$ cat src/hcc_pkg.sv
// ----------------------------------------------------------------------------
// hcc_pkg
// Shared types and constants for the Huffman cost calculator.
// ----------------------------------------------------------------------------
`default_nettype none

package hcc_pkg;

  // Result field width and its saturation value
  localparam int OUT_W   = 19;
  localparam int OUT_MAX = 524287;

  // Eight bits per letter in the uncompressed size
  localparam int LETTER_SHIFT = 3;

  // Letter field width
  localparam int LETTER_W = 5;

  // Controller states
  typedef enum logic [2:0] {
    ST_COUNT,
    ST_LOAD,
    ST_SCAN,
    ST_WR_LO,
    ST_WR_HI,
    ST_DONE
  } state_e;

  // Controller to datapath commands
  typedef struct packed {
    logic count_en;   // a letter transfer happens this cycle
    logic load;       // copy one nonzero count into the weight store
    logic scan;       // minimum search over the live weights
    logic wr_lo;      // write the joined weight, add it to the cost
    logic wr_hi;      // move the last live weight into the freed slot
    logic finish;     // load the result register, clear the message
  } cmd_t;

  // Datapath to controller status
  typedef struct packed {
    logic load_last;  // load sweep is at the last letter
    logic scan_done;  // all live weights have been compared
    logic live_gt1;   // more than one live weight remains
    logic out_free;   // result register can take a new result
  } status_t;

endpackage

`default_nettype wire

$ cat src/hcc_ctrl.sv
// ----------------------------------------------------------------------------
// hcc_ctrl
// Controller for the Huffman cost calculator: counting, load sweep,
// merge rounds and result hand-off.
// ----------------------------------------------------------------------------
`default_nettype none

module hcc_ctrl (
  input  wire logic             clk_i,
  input  wire logic             rst_ni,
  input  wire logic             in_valid_i,
  input  wire logic             last_i,
  input  wire hcc_pkg::status_t status_i,
  output logic                  in_ready_o,
  output hcc_pkg::cmd_t         cmd_o
);

  hcc_pkg::state_e state_q, state_d;

  // State register
  always_ff @(posedge clk_i or negedge rst_ni) begin
    if (!rst_ni) begin
      state_q <= hcc_pkg::ST_COUNT;
    end else begin
      state_q <= state_d;
    end
  end

  // Next state
  always_comb begin
    state_d = state_q;
    unique case (state_q)
      hcc_pkg::ST_COUNT: begin
        if (in_valid_i && last_i) state_d = hcc_pkg::ST_LOAD;
      end
      hcc_pkg::ST_LOAD: begin
        if (status_i.load_last) state_d = hcc_pkg::ST_SCAN;
      end
      hcc_pkg::ST_SCAN: begin
        priority if (!status_i.live_gt1) state_d = hcc_pkg::ST_DONE;
        else if (status_i.scan_done)     state_d = hcc_pkg::ST_WR_LO;
        else                             state_d = hcc_pkg::ST_SCAN;
      end
      hcc_pkg::ST_WR_LO: state_d = hcc_pkg::ST_WR_HI;
      hcc_pkg::ST_WR_HI: state_d = hcc_pkg::ST_SCAN;
      hcc_pkg::ST_DONE: begin
        if (status_i.out_free) state_d = hcc_pkg::ST_COUNT;
      end
      default: state_d = hcc_pkg::ST_COUNT;
    endcase
  end

  // Outputs
  always_comb begin
    cmd_o      = '0;
    in_ready_o = 1'b0;
    unique case (state_q)
      hcc_pkg::ST_COUNT: begin
        in_ready_o     = 1'b1;
        cmd_o.count_en = in_valid_i;
      end
      hcc_pkg::ST_LOAD:  cmd_o.load = 1'b1;
      hcc_pkg::ST_SCAN:  cmd_o.scan = status_i.live_gt1;
      hcc_pkg::ST_WR_LO: cmd_o.wr_lo = 1'b1;
      hcc_pkg::ST_WR_HI: cmd_o.wr_hi = 1'b1;
      hcc_pkg::ST_DONE:  cmd_o.finish = status_i.out_free;
      default: begin
        cmd_o      = '0;
        in_ready_o = 1'b0;
      end
    endcase
  end

endmodule

`default_nettype wire

$ cat src/hcc_datapath.sv
// ----------------------------------------------------------------------------
// hcc_datapath
// Letter counters, merge weight store, two-minimum search, cost
// accumulator and result register.
// ----------------------------------------------------------------------------
`default_nettype none

module hcc_datapath #(
  parameter int ALPHABET_SIZE = 26,
  parameter int MAX_LETTERS   = 65535
) (
  input  wire logic                         clk_i,
  input  wire logic                         rst_ni,
  input  wire hcc_pkg::cmd_t                cmd_i,
  output hcc_pkg::status_t                  status_o,
  input  wire logic [hcc_pkg::LETTER_W-1:0] letter_i,
  output logic                              out_valid_o,
  input  wire logic                         out_ready_i,
  output logic [hcc_pkg::OUT_W-1:0]         original_bits_o,
  output logic [hcc_pkg::OUT_W-1:0]         compressed_bits_o,
  output logic                              overflow_o
);

  localparam int CNT_W   = $clog2(MAX_LETTERS + 1);
  localparam int IDX_W   = $clog2(ALPHABET_SIZE);
  localparam int LIVE_W  = $clog2(ALPHABET_SIZE + 1);
  localparam int JOIN_W  = CNT_W + 1;
  localparam int SUM_W   = ((hcc_pkg::OUT_W > JOIN_W) ? hcc_pkg::OUT_W : JOIN_W) + 1;
  localparam int ORIG_W  = CNT_W + hcc_pkg::LETTER_SHIFT;
  localparam int ORIGC_W = (ORIG_W > hcc_pkg::OUT_W) ? ORIG_W : hcc_pkg::OUT_W;

  // --------------------------------------------------------------------------
  // Letter counting
  // --------------------------------------------------------------------------
  logic [31:0]      letter_ext;
  logic             in_range;
  logic             full;
  logic             cnt_inc;
  logic [CNT_W-1:0] cnt_q [ALPHABET_SIZE];
  logic [CNT_W-1:0] total_q;
  logic             drop_q;

  assign letter_ext = 32'(letter_i);
  assign in_range   = letter_ext < 32'(ALPHABET_SIZE);
  assign full       = total_q >= CNT_W'(MAX_LETTERS);
  assign cnt_inc    = cmd_i.count_en && in_range && !full;

  // One counter per letter, cleared after each result
  for (genvar g = 0; g < ALPHABET_SIZE; g++) begin : g_cnt
    always_ff @(posedge clk_i or negedge rst_ni) begin
      if (!rst_ni) begin
        cnt_q[g] <= '0;
      end else if (cmd_i.finish) begin
        cnt_q[g] <= '0;
      end else if (cnt_inc && (letter_ext == 32'(g))) begin
        cnt_q[g] <= cnt_q[g] + CNT_W'(1);
      end
    end
  end

  // Total letters and dropped flag
  always_ff @(posedge clk_i or negedge rst_ni) begin
    if (!rst_ni) begin
      total_q <= '0;
      drop_q  <= 1'b0;
    end else if (cmd_i.finish) begin
      total_q <= '0;
      drop_q  <= 1'b0;
    end else if (cmd_i.count_en && in_range) begin
      if (full) begin
        drop_q <= 1'b1;
      end else begin
        total_q <= total_q + CNT_W'(1);
      end
    end
  end

  // --------------------------------------------------------------------------
  // Sweep index and live weight count
  // --------------------------------------------------------------------------
  logic [LIVE_W-1:0] idx_q;
  logic [LIVE_W-1:0] live_q;
  logic [CNT_W-1:0]  load_cnt;
  logic              load_nz;
  logic              load_last;
  logic              rd_issue;

  assign load_cnt  = cnt_q[idx_q[IDX_W-1:0]];
  assign load_nz   = load_cnt != '0;
  assign load_last = idx_q == LIVE_W'(ALPHABET_SIZE - 1);
  assign rd_issue  = cmd_i.scan && (idx_q < live_q);

  always_ff @(posedge clk_i or negedge rst_ni) begin
    if (!rst_ni) begin
      idx_q  <= '0;
      live_q <= '0;
    end else begin
      if (cmd_i.finish) begin
        idx_q  <= '0;
        live_q <= '0;
      end else if (cmd_i.load) begin
        idx_q <= load_last ? '0 : idx_q + LIVE_W'(1);
        if (load_nz) live_q <= live_q + LIVE_W'(1);
      end else if (rd_issue) begin
        idx_q <= idx_q + LIVE_W'(1);
      end else if (cmd_i.wr_hi) begin
        idx_q  <= '0;
        live_q <= live_q - LIVE_W'(1);
      end
    end
  end

  // --------------------------------------------------------------------------
  // Merge weight store: one write port, one registered read port
  // --------------------------------------------------------------------------
  logic [CNT_W-1:0] mw_q [ALPHABET_SIZE];
  logic             mw_we;
  logic [IDX_W-1:0] mw_waddr;
  logic [CNT_W-1:0] mw_wdata;
  logic [CNT_W-1:0] rd_data_q;
  logic             rd_vld_q;
  logic [LIVE_W-1:0] rd_k_q;

  logic [IDX_W-1:0]  a_idx_q, b_idx_q;
  logic [CNT_W-1:0]  a_w_q, b_w_q;
  logic              a_vld_q, b_vld_q;
  logic [CNT_W-1:0]  last_w_q;
  logic [JOIN_W-1:0] joined;
  logic [IDX_W-1:0]  lo_idx, hi_idx;

  assign joined = JOIN_W'(a_w_q) + JOIN_W'(b_w_q);
  assign lo_idx = (a_idx_q < b_idx_q) ? a_idx_q : b_idx_q;
  assign hi_idx = (a_idx_q < b_idx_q) ? b_idx_q : a_idx_q;

  // Write port select
  always_comb begin
    mw_we    = 1'b0;
    mw_waddr = live_q[IDX_W-1:0];
    mw_wdata = load_cnt;
    if (cmd_i.load) begin
      mw_we = load_nz;
    end else if (cmd_i.wr_lo) begin
      mw_we    = 1'b1;
      mw_waddr = lo_idx;
      mw_wdata = CNT_W'(joined);
    end else if (cmd_i.wr_hi) begin
      mw_we    = 1'b1;
      mw_waddr = hi_idx;
      mw_wdata = last_w_q;
    end
  end

  always_ff @(posedge clk_i) begin
    if (mw_we) mw_q[mw_waddr] <= mw_wdata;
  end

  always_ff @(posedge clk_i) begin
    if (rd_issue) begin
      rd_data_q <= mw_q[idx_q[IDX_W-1:0]];
      rd_k_q    <= idx_q;
    end
  end

  always_ff @(posedge clk_i or negedge rst_ni) begin
    if (!rst_ni) begin
      rd_vld_q <= 1'b0;
    end else begin
      rd_vld_q <= rd_issue;
    end
  end

  // --------------------------------------------------------------------------
  // Two-minimum search over the read stream
  // --------------------------------------------------------------------------
  always_ff @(posedge clk_i or negedge rst_ni) begin
    if (!rst_ni) begin
      a_vld_q <= 1'b0;
      b_vld_q <= 1'b0;
    end else if (cmd_i.load || cmd_i.wr_hi) begin
      a_vld_q <= 1'b0;
      b_vld_q <= 1'b0;
    end else if (rd_vld_q) begin
      if (!a_vld_q || (rd_data_q < a_w_q)) begin
        a_vld_q <= 1'b1;
        b_vld_q <= a_vld_q;
      end else if (!b_vld_q || (rd_data_q < b_w_q)) begin
        b_vld_q <= 1'b1;
      end
    end
  end

  always_ff @(posedge clk_i) begin
    if (rd_vld_q) begin
      if (!a_vld_q || (rd_data_q < a_w_q)) begin
        b_idx_q <= a_idx_q;
        b_w_q   <= a_w_q;
        a_idx_q <= rd_k_q[IDX_W-1:0];
        a_w_q   <= rd_data_q;
      end else if (!b_vld_q || (rd_data_q < b_w_q)) begin
        b_idx_q <= rd_k_q[IDX_W-1:0];
        b_w_q   <= rd_data_q;
      end
      // keep the last live weight for the refill write
      if (rd_k_q == (live_q - LIVE_W'(1))) last_w_q <= rd_data_q;
    end
  end

  // --------------------------------------------------------------------------
  // Cost accumulator, saturating at the result width
  // --------------------------------------------------------------------------
  logic [hcc_pkg::OUT_W-1:0] cost_q;
  logic [SUM_W-1:0]          cost_sum;

  assign cost_sum = SUM_W'(cost_q) + SUM_W'(joined);

  always_ff @(posedge clk_i or negedge rst_ni) begin
    if (!rst_ni) begin
      cost_q <= '0;
    end else if (cmd_i.finish) begin
      cost_q <= '0;
    end else if (cmd_i.wr_lo) begin
      if (cost_sum > SUM_W'(hcc_pkg::OUT_MAX)) begin
        cost_q <= hcc_pkg::OUT_W'(hcc_pkg::OUT_MAX);
      end else begin
        cost_q <= cost_sum[hcc_pkg::OUT_W-1:0];
      end
    end
  end

  // --------------------------------------------------------------------------
  // Result register
  // --------------------------------------------------------------------------
  logic [ORIGC_W-1:0]        orig_ext;
  logic [hcc_pkg::OUT_W-1:0] orig_sat;
  logic                      out_valid_q;

  assign orig_ext = ORIGC_W'(ORIG_W'(total_q) << hcc_pkg::LETTER_SHIFT);
  assign orig_sat = (orig_ext > ORIGC_W'(hcc_pkg::OUT_MAX)) ?
                    hcc_pkg::OUT_W'(hcc_pkg::OUT_MAX) : orig_ext[hcc_pkg::OUT_W-1:0];

  always_ff @(posedge clk_i or negedge rst_ni) begin
    if (!rst_ni) begin
      out_valid_q <= 1'b0;
    end else if (cmd_i.finish) begin
      out_valid_q <= 1'b1;
    end else if (out_ready_i) begin
      out_valid_q <= 1'b0;
    end
  end

  always_ff @(posedge clk_i) begin
    if (cmd_i.finish) begin
      original_bits_o   <= orig_sat;
      compressed_bits_o <= cost_q;
      overflow_o        <= drop_q;
    end
  end

  assign out_valid_o = out_valid_q;

  // Status to the controller
  assign status_o.load_last = load_last;
  assign status_o.scan_done = (idx_q == live_q) && !rd_vld_q;
  assign status_o.live_gt1  = live_q > LIVE_W'(1);
  assign status_o.out_free  = !out_valid_q || out_ready_i;

endmodule

`default_nettype wire

$ cat src/huffman_cost_calculator.sv
// ----------------------------------------------------------------------------
// huffman_cost_calculator
// Counts letters of a message and, on the last letter, computes the
// original size and the optimal Huffman-coded size of the message.
//
//   Channel | Handshake               | Payload
//   --------+-------------------------+------------------------------------
//   in      | in_valid_i / in_ready_o | letter_i, last_i
//   out     | out_valid_o/out_ready_i | original_bits_o, compressed_bits_o,
//           |                         | overflow_o
//
// Letters transfer one per cycle while counting. After the last letter the
// block is busy: a load sweep over all ALPHABET_SIZE letters copies the
// nonzero counts into the weight store, then each of the L-1 merge rounds
// (L = distinct letters) reads every live weight through the single read
// port of the weight store, drains the read and makes two writes; then the
// result register is loaded. Reset clears all counters; the weight store
// needs no clearing. A result waits in the output register while counting
// of the next message goes on; a second result waits for it.
// ----------------------------------------------------------------------------
`default_nettype none

module huffman_cost_calculator #(
  parameter int ALPHABET_SIZE = 26,
  parameter int MAX_LETTERS   = 65535
) (
  input  wire logic                         clk_i,
  input  wire logic                         rst_ni,
  input  wire logic                         in_valid_i,
  output logic                              in_ready_o,
  input  wire logic [hcc_pkg::LETTER_W-1:0] letter_i,
  input  wire logic                         last_i,
  output logic                              out_valid_o,
  input  wire logic                         out_ready_i,
  output logic [hcc_pkg::OUT_W-1:0]         original_bits_o,
  output logic [hcc_pkg::OUT_W-1:0]         compressed_bits_o,
  output logic                              overflow_o
);

  hcc_pkg::cmd_t    cmd;
  hcc_pkg::status_t status;

  // Sequencer
  hcc_ctrl u_ctrl (
    .clk_i      (clk_i),
    .rst_ni     (rst_ni),
    .in_valid_i (in_valid_i),
    .last_i     (last_i),
    .status_i   (status),
    .in_ready_o (in_ready_o),
    .cmd_o      (cmd)
  );

  // Counters, weight store and result
  hcc_datapath #(
    .ALPHABET_SIZE (ALPHABET_SIZE),
    .MAX_LETTERS   (MAX_LETTERS)
  ) u_datapath (
    .clk_i             (clk_i),
    .rst_ni            (rst_ni),
    .cmd_i             (cmd),
    .status_o          (status),
    .letter_i          (letter_i),
    .out_valid_o       (out_valid_o),
    .out_ready_i       (out_ready_i),
    .original_bits_o   (original_bits_o),
    .compressed_bits_o (compressed_bits_o),
    .overflow_o        (overflow_o)
  );

endmodule

`default_nettype wire
$ cat config.mk
export PLATFORM = sky130hd
export DESIGN_NAME = huffman_cost_calculator
export DESIGN_NICKNAME = d
export VERILOG_FILES = /design/src/hcc_pkg.sv /design/src/hcc_ctrl.sv /design/src/hcc_datapath.sv /design/src/huffman_cost_calculator.sv
export SDC_FILE = /design/constraint.sdc
export NUM_CORES = 2
export LEC_CHECK = 0
export ABC_AREA = 1
export CAP_MARGIN = 20
export CORE_MARGIN = 3
export CORE_UTILIZATION = 55
export CTS_BUF_LIST = sky130_fd_sc_hd__clkbuf_4 sky130_fd_sc_hd__clkbuf_8
export DETAILED_ROUTE_END_ITERATION = 8
export DONT_BUFFER_PORTS = 1
export GPL_TIMING_DRIVEN = 0
export PLACE_DENSITY = 0.7
export SKIP_LAST_GASP = 1
export SLEW_MARGIN = 20
export SYNTH_ARGS = -nofsm -noshare
export SYNTH_HDL_FRONTEND = slang
export SYNTH_SLANG_ARGS = --single-unit
$ cat constraint.sdc
create_clock -name clk_i -period 4.2 [get_ports clk_i]
set_clock_uncertainty 0.1 [all_clocks]
set_input_delay 0.63 -clock clk_i [delete_from_list [all_inputs] [get_ports clk_i]]
set_output_delay 0.63 -clock clk_i [all_outputs]
set_load 0.03 [all_outputs]
* Word-level counts from Yosys, hierarchy flattened
Memories as Yosys holds them, arrays and structs flattened. A register that Yosys moved wholly into a read port is not among the register bits.
Index checks and enable logic that the tools add are counted.
** Storage, ports and cells
- Flip-flop bits (word level) :: 571
- RAM bits :: 416
- Bits of input ports :: 10
- Output and inout port bits :: 41
- Memories :: 1
** Memory list
- u_datapath.mw_q :: words 26, bits a word 16, read ports 1, clocked after memory_dff 1, write ports 1, RTL line hcc_datapath.sv:116 : logic [CNT_W-1:0] mw_q [ALPHABET_SIZE];
** Operators by class
- Add/sub/neg operators :: 32
- $lt $le $gt $ge :: 10
- Equality and inequality tests :: 39
- Mux-type cells :: 114
- Bitwise gates (word level) :: 1
- Reduce and logical (&&, ||, !) cells :: 88
** Operator list (number)
- 16-bit 2-to-1 mux :: 62
- 16-bit by 1-bit adder with 16-bit output, second input constant :: 27
- 5-bit 2-to-1 mux :: 17
- 16-bit binary-select mux with 5-bit select :: 1
- 2-bit nonzero test :: 33
- 19-bit 2-to-1 mux :: 3
- 5-bit == test, second input constant :: 11
- 5-bit by 4-bit == test with 1-bit output, second input constant :: 8
- 32-bit zero test :: 1
- 16-bit < comparator :: 2
- 1-bit logical AND :: 31
- 1-bit 2-to-1 mux :: 25
- 19-bit by 17-bit adder with 20-bit output :: 1
- 5-bit by 3-bit == test with 1-bit output, second input constant :: 4
- 20-bit by 19-bit > comparator with 1-bit output, second input constant :: 1
- 19-bit > comparator, second input constant :: 1
- 3-bit one-hot mux with 6 select lines :: 1
- 16-bit by 16-bit adder with 17-bit output :: 1
- 16-bit >= comparator, second input constant :: 1
- 16-bit nonzero test :: 1
- 3-bit 2-to-1 mux :: 5
- 2-bit AND reduction :: 7
- 5-bit by 1-bit adder with 5-bit output, second input constant :: 2
- 5-bit by 2-bit == test with 1-bit output, second input constant :: 2
- other kinds (21) :: 36

* Longest topological paths before layout
- Word-level depth :: 8
- Depth in mapped cells :: 24
- Gate-level depth less buffers :: 24

* By module
Synthesis repeated with hierarchy kept, for this count alone.
** Second synthesis, totals
- Cell total of the unflattened synthesis :: 5941
- Area, all modules :: 51587.0 um2
** By module, submodules not included
- hcc_datapath :: instances 1, cells each 5901, area an instance 51334.2 um2, seq. area each 27606.5 um2
- hcc_ctrl :: instances 1, cells each 40, area an instance 252.7 um2, seq. area each 75.1 um2

* Least setup slack after synthesis
No wires, ideal clock.
- Kind :: register to register
- Start point :: register u_datapath.b_w_q[0]
- End point :: register u_datapath.cost_q[11] in the netlist's numbering
- Setup time :: 0.066 ns
- Arrival :: 3.256 ns
- Setup slack :: 0.778 ns
- Stages on the path, launching flop included :: 22
- Path buffers :: 1
- Period minus slack after synthesis :: 3.422 ns
- Cell sequence :: edfxtp_1 ha_1 fa_1 nand2_1 a21oi_1 nand3_1 nand2_1 nand3_1 nand2_1 nand3_1 nand2_1 nand2_1 nand3_1 and2_1 ha_1 nand2_1 nor4_1 o21ai_1 nand3_1 clkbuf_1 o21ai_0 nand2_1
** On the way
- Cells in the longest elaborated chain, start to end :: 6
** Ends and longest elaborated chain
- from (decl) :: RTL line hcc_datapath.sv:125 : logic [CNT_W-1:0] a_w_q, b_w_q;
- from (signal assigned) :: RTL line hcc_datapath.sv:196 : b_w_q <= a_w_q;
- from (signal assigned) :: RTL line hcc_datapath.sv:201 : b_w_q <= rd_data_q;
- 16-bit by 16-bit adder with 17-bit output * :: RTL line hcc_datapath.sv:131 : assign joined = JOIN_W'(a_w_q) + JOIN_W'(b_w_q);
- 19-bit by 17-bit adder with 20-bit output * :: RTL line hcc_datapath.sv:214 : assign cost_sum = SUM_W'(cost_q) + SUM_W'(joined);
- 20-bit by 19-bit > comparator with 1-bit output :: RTL line hcc_datapath.sv:222 : if (cost_sum > SUM_W'(hcc_pkg::OUT_MAX)) begin
- 19-bit 2-to-1 mux * :: RTL line hcc_datapath.sv:222
- 19-bit 2-to-1 mux * :: RTL line hcc_datapath.sv:221 : end else if (cmd_i.wr_lo) begin
- 19-bit 2-to-1 mux * :: RTL line hcc_datapath.sv:219 : end else if (cmd_i.finish) begin
- to (signal assigned) :: RTL line hcc_datapath.sv:223 : cost_q <= hcc_pkg::OUT_W'(hcc_pkg::OUT_MAX);
- to (signal assigned) :: RTL line hcc_datapath.sv:225 : cost_q <= cost_sum[hcc_pkg::OUT_W-1:0];
- to (decl) :: RTL line hcc_datapath.sv:211 : logic [hcc_pkg::OUT_W-1:0] cost_q;
Mark *: on every way between the ends. The rest lies on a longest branch, timed or not. The select of a mux whose other input is x is not followed.
A chain may end at the register's enable or synchronous reset.

* Worst setup path in the final report
- Start point :: register u_datapath.idx_q[1]
- End point :: memory u_datapath.mw_q[10][9] in the netlist's numbering (enable)
** On the way
- Cells in the longest elaborated chain, start to end :: 8
** Ends and longest elaborated chain
- from (decl) :: RTL line hcc_datapath.sv:81 : logic [LIVE_W-1:0] idx_q;
- from (signal assigned) :: RTL line hcc_datapath.sv:102 : idx_q <= load_last ? '0 : idx_q + LIVE_W'(1);
- from (signal assigned) :: RTL line hcc_datapath.sv:105 : idx_q <= idx_q + LIVE_W'(1);
- 5-bit NOT with 6-bit output (not written as such) :: RTL line hcc_datapath.sv:88 : assign load_cnt = cnt_q[idx_q[IDX_W-1:0]];
- 16-bit binary-select mux with 5-bit select :: RTL line hcc_datapath.sv:88
- 16-bit 2-to-1 mux (not written as such) (2 in series) :: RTL line hcc_datapath.sv:88
- 16-bit nonzero test :: RTL line hcc_datapath.sv:89 : assign load_nz = load_cnt != '0;
- 1-bit 2-to-1 mux :: RTL line hcc_datapath.sv:140 : if (cmd_i.load) begin
- 1-bit 2-to-1 mux :: RTL line hcc_datapath.sv:154 : if (mw_we) mw_q[mw_waddr] <= mw_wdata;
- 1-bit 2-to-1 mux (not written as such) :: RTL line hcc_datapath.sv:154
- to (decl) :: RTL line hcc_datapath.sv:116
No other way between the ends. The select of a mux whose other input is x is not followed.

==> summary.txt <==
Placed design
  • Number of port buffers: 0
  • Post-DP Area: between 50,000 and 60,000 µm²
  • Placement Setup Slack: -417.9 ps
  • Final GP Congestion: between 1 and 1.5
  • Post-Place Cells: ~7,500
  • Post-DP HPWL: 150,200 µm

Worst setup path
  • Top cell by count, worst path: nand3_1
  • Crit-path max cell delay: ~630 ps
  • Slowest-stage cell, CP: clkdlybuf4s15_2
  • CP Max Fanout: 13
  • Crit path cell chain: buf_2, clkdlybuf4s15_2, nand3_1, nand3_1, nand3_1, nand2_1, inv_1, nor2_1, nor2_1, inv_1, nor2_2, nand2_2, nand2_4, buf_6, nor2_2, buf_6
  • Startpoint class of the critical path: flip-flop
  • WS Path Type: reg -> reg
  • WP data required: approximately 4700 ps
  • Crit path DAT: approximately 4700 ps
  • Worst Path Buf+Inv: 6
  • Crit path capture type: flip-flop
  • Top delay family on crit path: simple AND/OR/NAND/NOR gates

Global route
  • Largest net degree at the start of global routing: between 400 and 500
  • Vias in the first global route: 45,430
  • First-pass GRT wire length: around 300,000 µm
  • GRT Util Overall: 0.3998
  • Gr ovfl total: 0
  • Initial antenna violation count: 12

Route
  • Vias: roughly 49,000
  • DRT iter0 DRCs: roughly 7,500
  • Post-DRT Antenna Nets: 0
  • Routed wire length: between 200,000 and 250,000 µm
  • Remaining DRCs: 0
  • Drt first pass iters: 7
  • Routed length per instance: 26.41 µm
  • DR vias/cell: roughly 6.3

Cells and area
  • Cell area after layout: ~60,000 µm²
  • Fill count: between 8,000 and 9,000
  • Layout area overhead: 11.97%
  • Leading cell type in the layout, fill and taps excluded: nand2_1
  • Ratio of cells with drive above 1 in the final layout: 0.09463
  • Final nets: between 6,000 and 7,000
  • Multi-input logic area: ~22,000 µm²
  • Fin util: 0.6250
  • Most frequent cells in the layout: nand2_1 (1,152), inv_1 (589), nor2_1 (581), o21ai_0 (560), edfxtp_1 (531)
  • Fin cells: approximately 7,800
  • Reg area: between 20,000 and 30,000 µm²

Floorplan
  • CORE AREA: between 90,000 and 100,000 µm²
  • I/O pin cnt: 51
  • Starting density of the core: 0.5582
  • Die area: slightly above 100,000 µm²
  • Die width: about 320 µm
  • Rows: between 100 and 150
  • DIE HEIGHT: between 300 and 400 µm

Outcome
  • Status: complete, but fails checks
  • Failing checks: negative hold slack

Pwr
  • Pleak: 23.98 nW
  • Total power: ~45 mW
  • Cell Pwr Density: 759.5 nW/µm²
  • Max IR drop VDD: 0.0005243 V

Synthesis
  • Post-synth EDFFs: roughly 530
  • Average size of a mapped cell: a little under 9 µm²
  • Netlist cell types: 56
  • Post-synthesis sequential area ratio: 0.5189
  • Ys Warns: 0
  • Mapped Cells: 6,161
  • Async set-reset flop share out of synthesis: 0.4690
  • Count of state elements after synthesis: about 1,000
  • Syn Std Cell Area: 53,350 µm²
  • Ys flop type: edfxtp_1

Hold path
  • Worst min-delay path class: in -> async

Clocking
  • Clk slew on worst S/H paths: approximately 60 ps
  • Clock buffer count from CTS: approximately 170
  • CTS tree: built
  • Clock Sinks: 1,000
  • Maximum clock path buffer count: 3
  • CTS Hold Bufs: 6
  • CTS root buffer: clkbuf_8
  • # H-tree levels: 4
  • Worst-Skew Late Latency: roughly 940 ps

Timing
  • Final WS setup: roughly 1.4 ps
  • Fmax: between 200 and 250 MHz
  • Worst-Margin Slew: about 1500 ps
  • Final setup violation count: 0
  • Slew Limit Fails: 0
  • Normalized max-slew margin: 0.001531
  • Fin. Hold Viols: ~470
  • Setup_tns: 0 ps
  • Hold Slack: -705.8 ps
  • Final worst path period need: between 4000 and 5000 ps
  • Crit share post-route: 0.9997

Flow run
  • Maxcap violations: 0
[what timing repair did]
item / CTS / global route
hold endpoints to repair: 481 / 469
endpoints found under the setup margin: 398 / 421
setup buffers: 0 / 18
pin swaps: 0 / 8
resized for setup: 24 / 37
[cell type report]
cell class                 instances  share of cell area
clock buffer                     247             0.05125
antenna                            7           0.0002932
inverter                         617             0.03888
buffer                           263             0.02248
tap                             1265             0.02650
clock inverter                    64            0.009447
timing repair buffer              79             0.01366
sequential                      1000              0.4634
multi-input combinational       4282              0.3741
[per-layer routing]
layer | share of wire | up-vias | track usage
met4 | 0.056 | 6 | 0.2040
met1 | 0.40 | 23490 | 0.5650
met5 | 0.00017 | - | 0
li1 | - | 21820 | -
met3 | 0.15 | 581 | 0.1397
met2 | 0.40 | 3435 | 0.5427
[registers in the layout, indices dropped and copies added, names as in the netlist, 16 cells and up]
register                      count
u_datapath.rd_data_q             16
u_datapath.mw_q                 416
u_datapath.original_bits_o       16
u_datapath.last_w_q              16
u_datapath.b_w_q                 16
u_datapath.cnt_q                416
u_datapath.compressed_bits_o     19
u_datapath.cost_q                19
u_datapath.a_w_q                 16
u_datapath.total_q               16
[logic make-up after synthesis]
group           share of synthesized area
fa+ha+maj                         0.02514
other cells                    0.00007029
compound gates                     0.1296
flops                              0.5189
simple gates                       0.2299
buf+inv                           0.06721
xor+xnor                          0.02922
[power breakdown]
group / total (mW) / switching, mW / leakage, nW / internal [mW]
logic: 20.4 / 15.3 / 10.9 / 5.16
registers: 15.5 / 1.48 / 11.1 / 14.0
clock network: 9.48 / 4.41 / 1.92 / 5.07
[synth_stat cells, types with 107 or more instances]
| cell | number | area [µm²] |
|---|---|---|
| nand4_1 | 107 | 669.4 |
| edfxtp_1 | 531 | 15950 |
| clkbuf_1 | 129 | 484.2 |
| nor3_1 | 263 | 1316 |
| dfrtp_1 | 469 | 11740 |
| inv_1 | 590 | 2215 |
| xor2_1 | 160 | 1401 |
| nor2_1 | 609 | 2286 |
| nand3_1 | 489 | 2447 |
| a21oi_1 | 270 | 1351 |
| o21ai_0 | 562 | 2813 |
| nand2_1 | 1152 | 4324 |
[final timing paths]
path	cells after the start	slack [ps]	end	start
setup / recovery	16	1	u_datapath.mw_q[10][9]	u_datapath.idx_q[1]
hold / removal	0	-710	u_datapath.cnt_q[260]	rst_ni
setup reg to reg	16	1	u_datapath.mw_q[10][9]	u_datapath.idx_q[1]
hold reg to reg	0	370	u_datapath.a_idx_q[0]	u_datapath.rd_k_q[0]
max in group asynchronous	0	3460	u_datapath.cnt_q[74]	rst_ni
min in group clk_i	5	90	u_datapath.cnt_q[195]	letter_i[1]
Power figures use the tool's default switching activity.
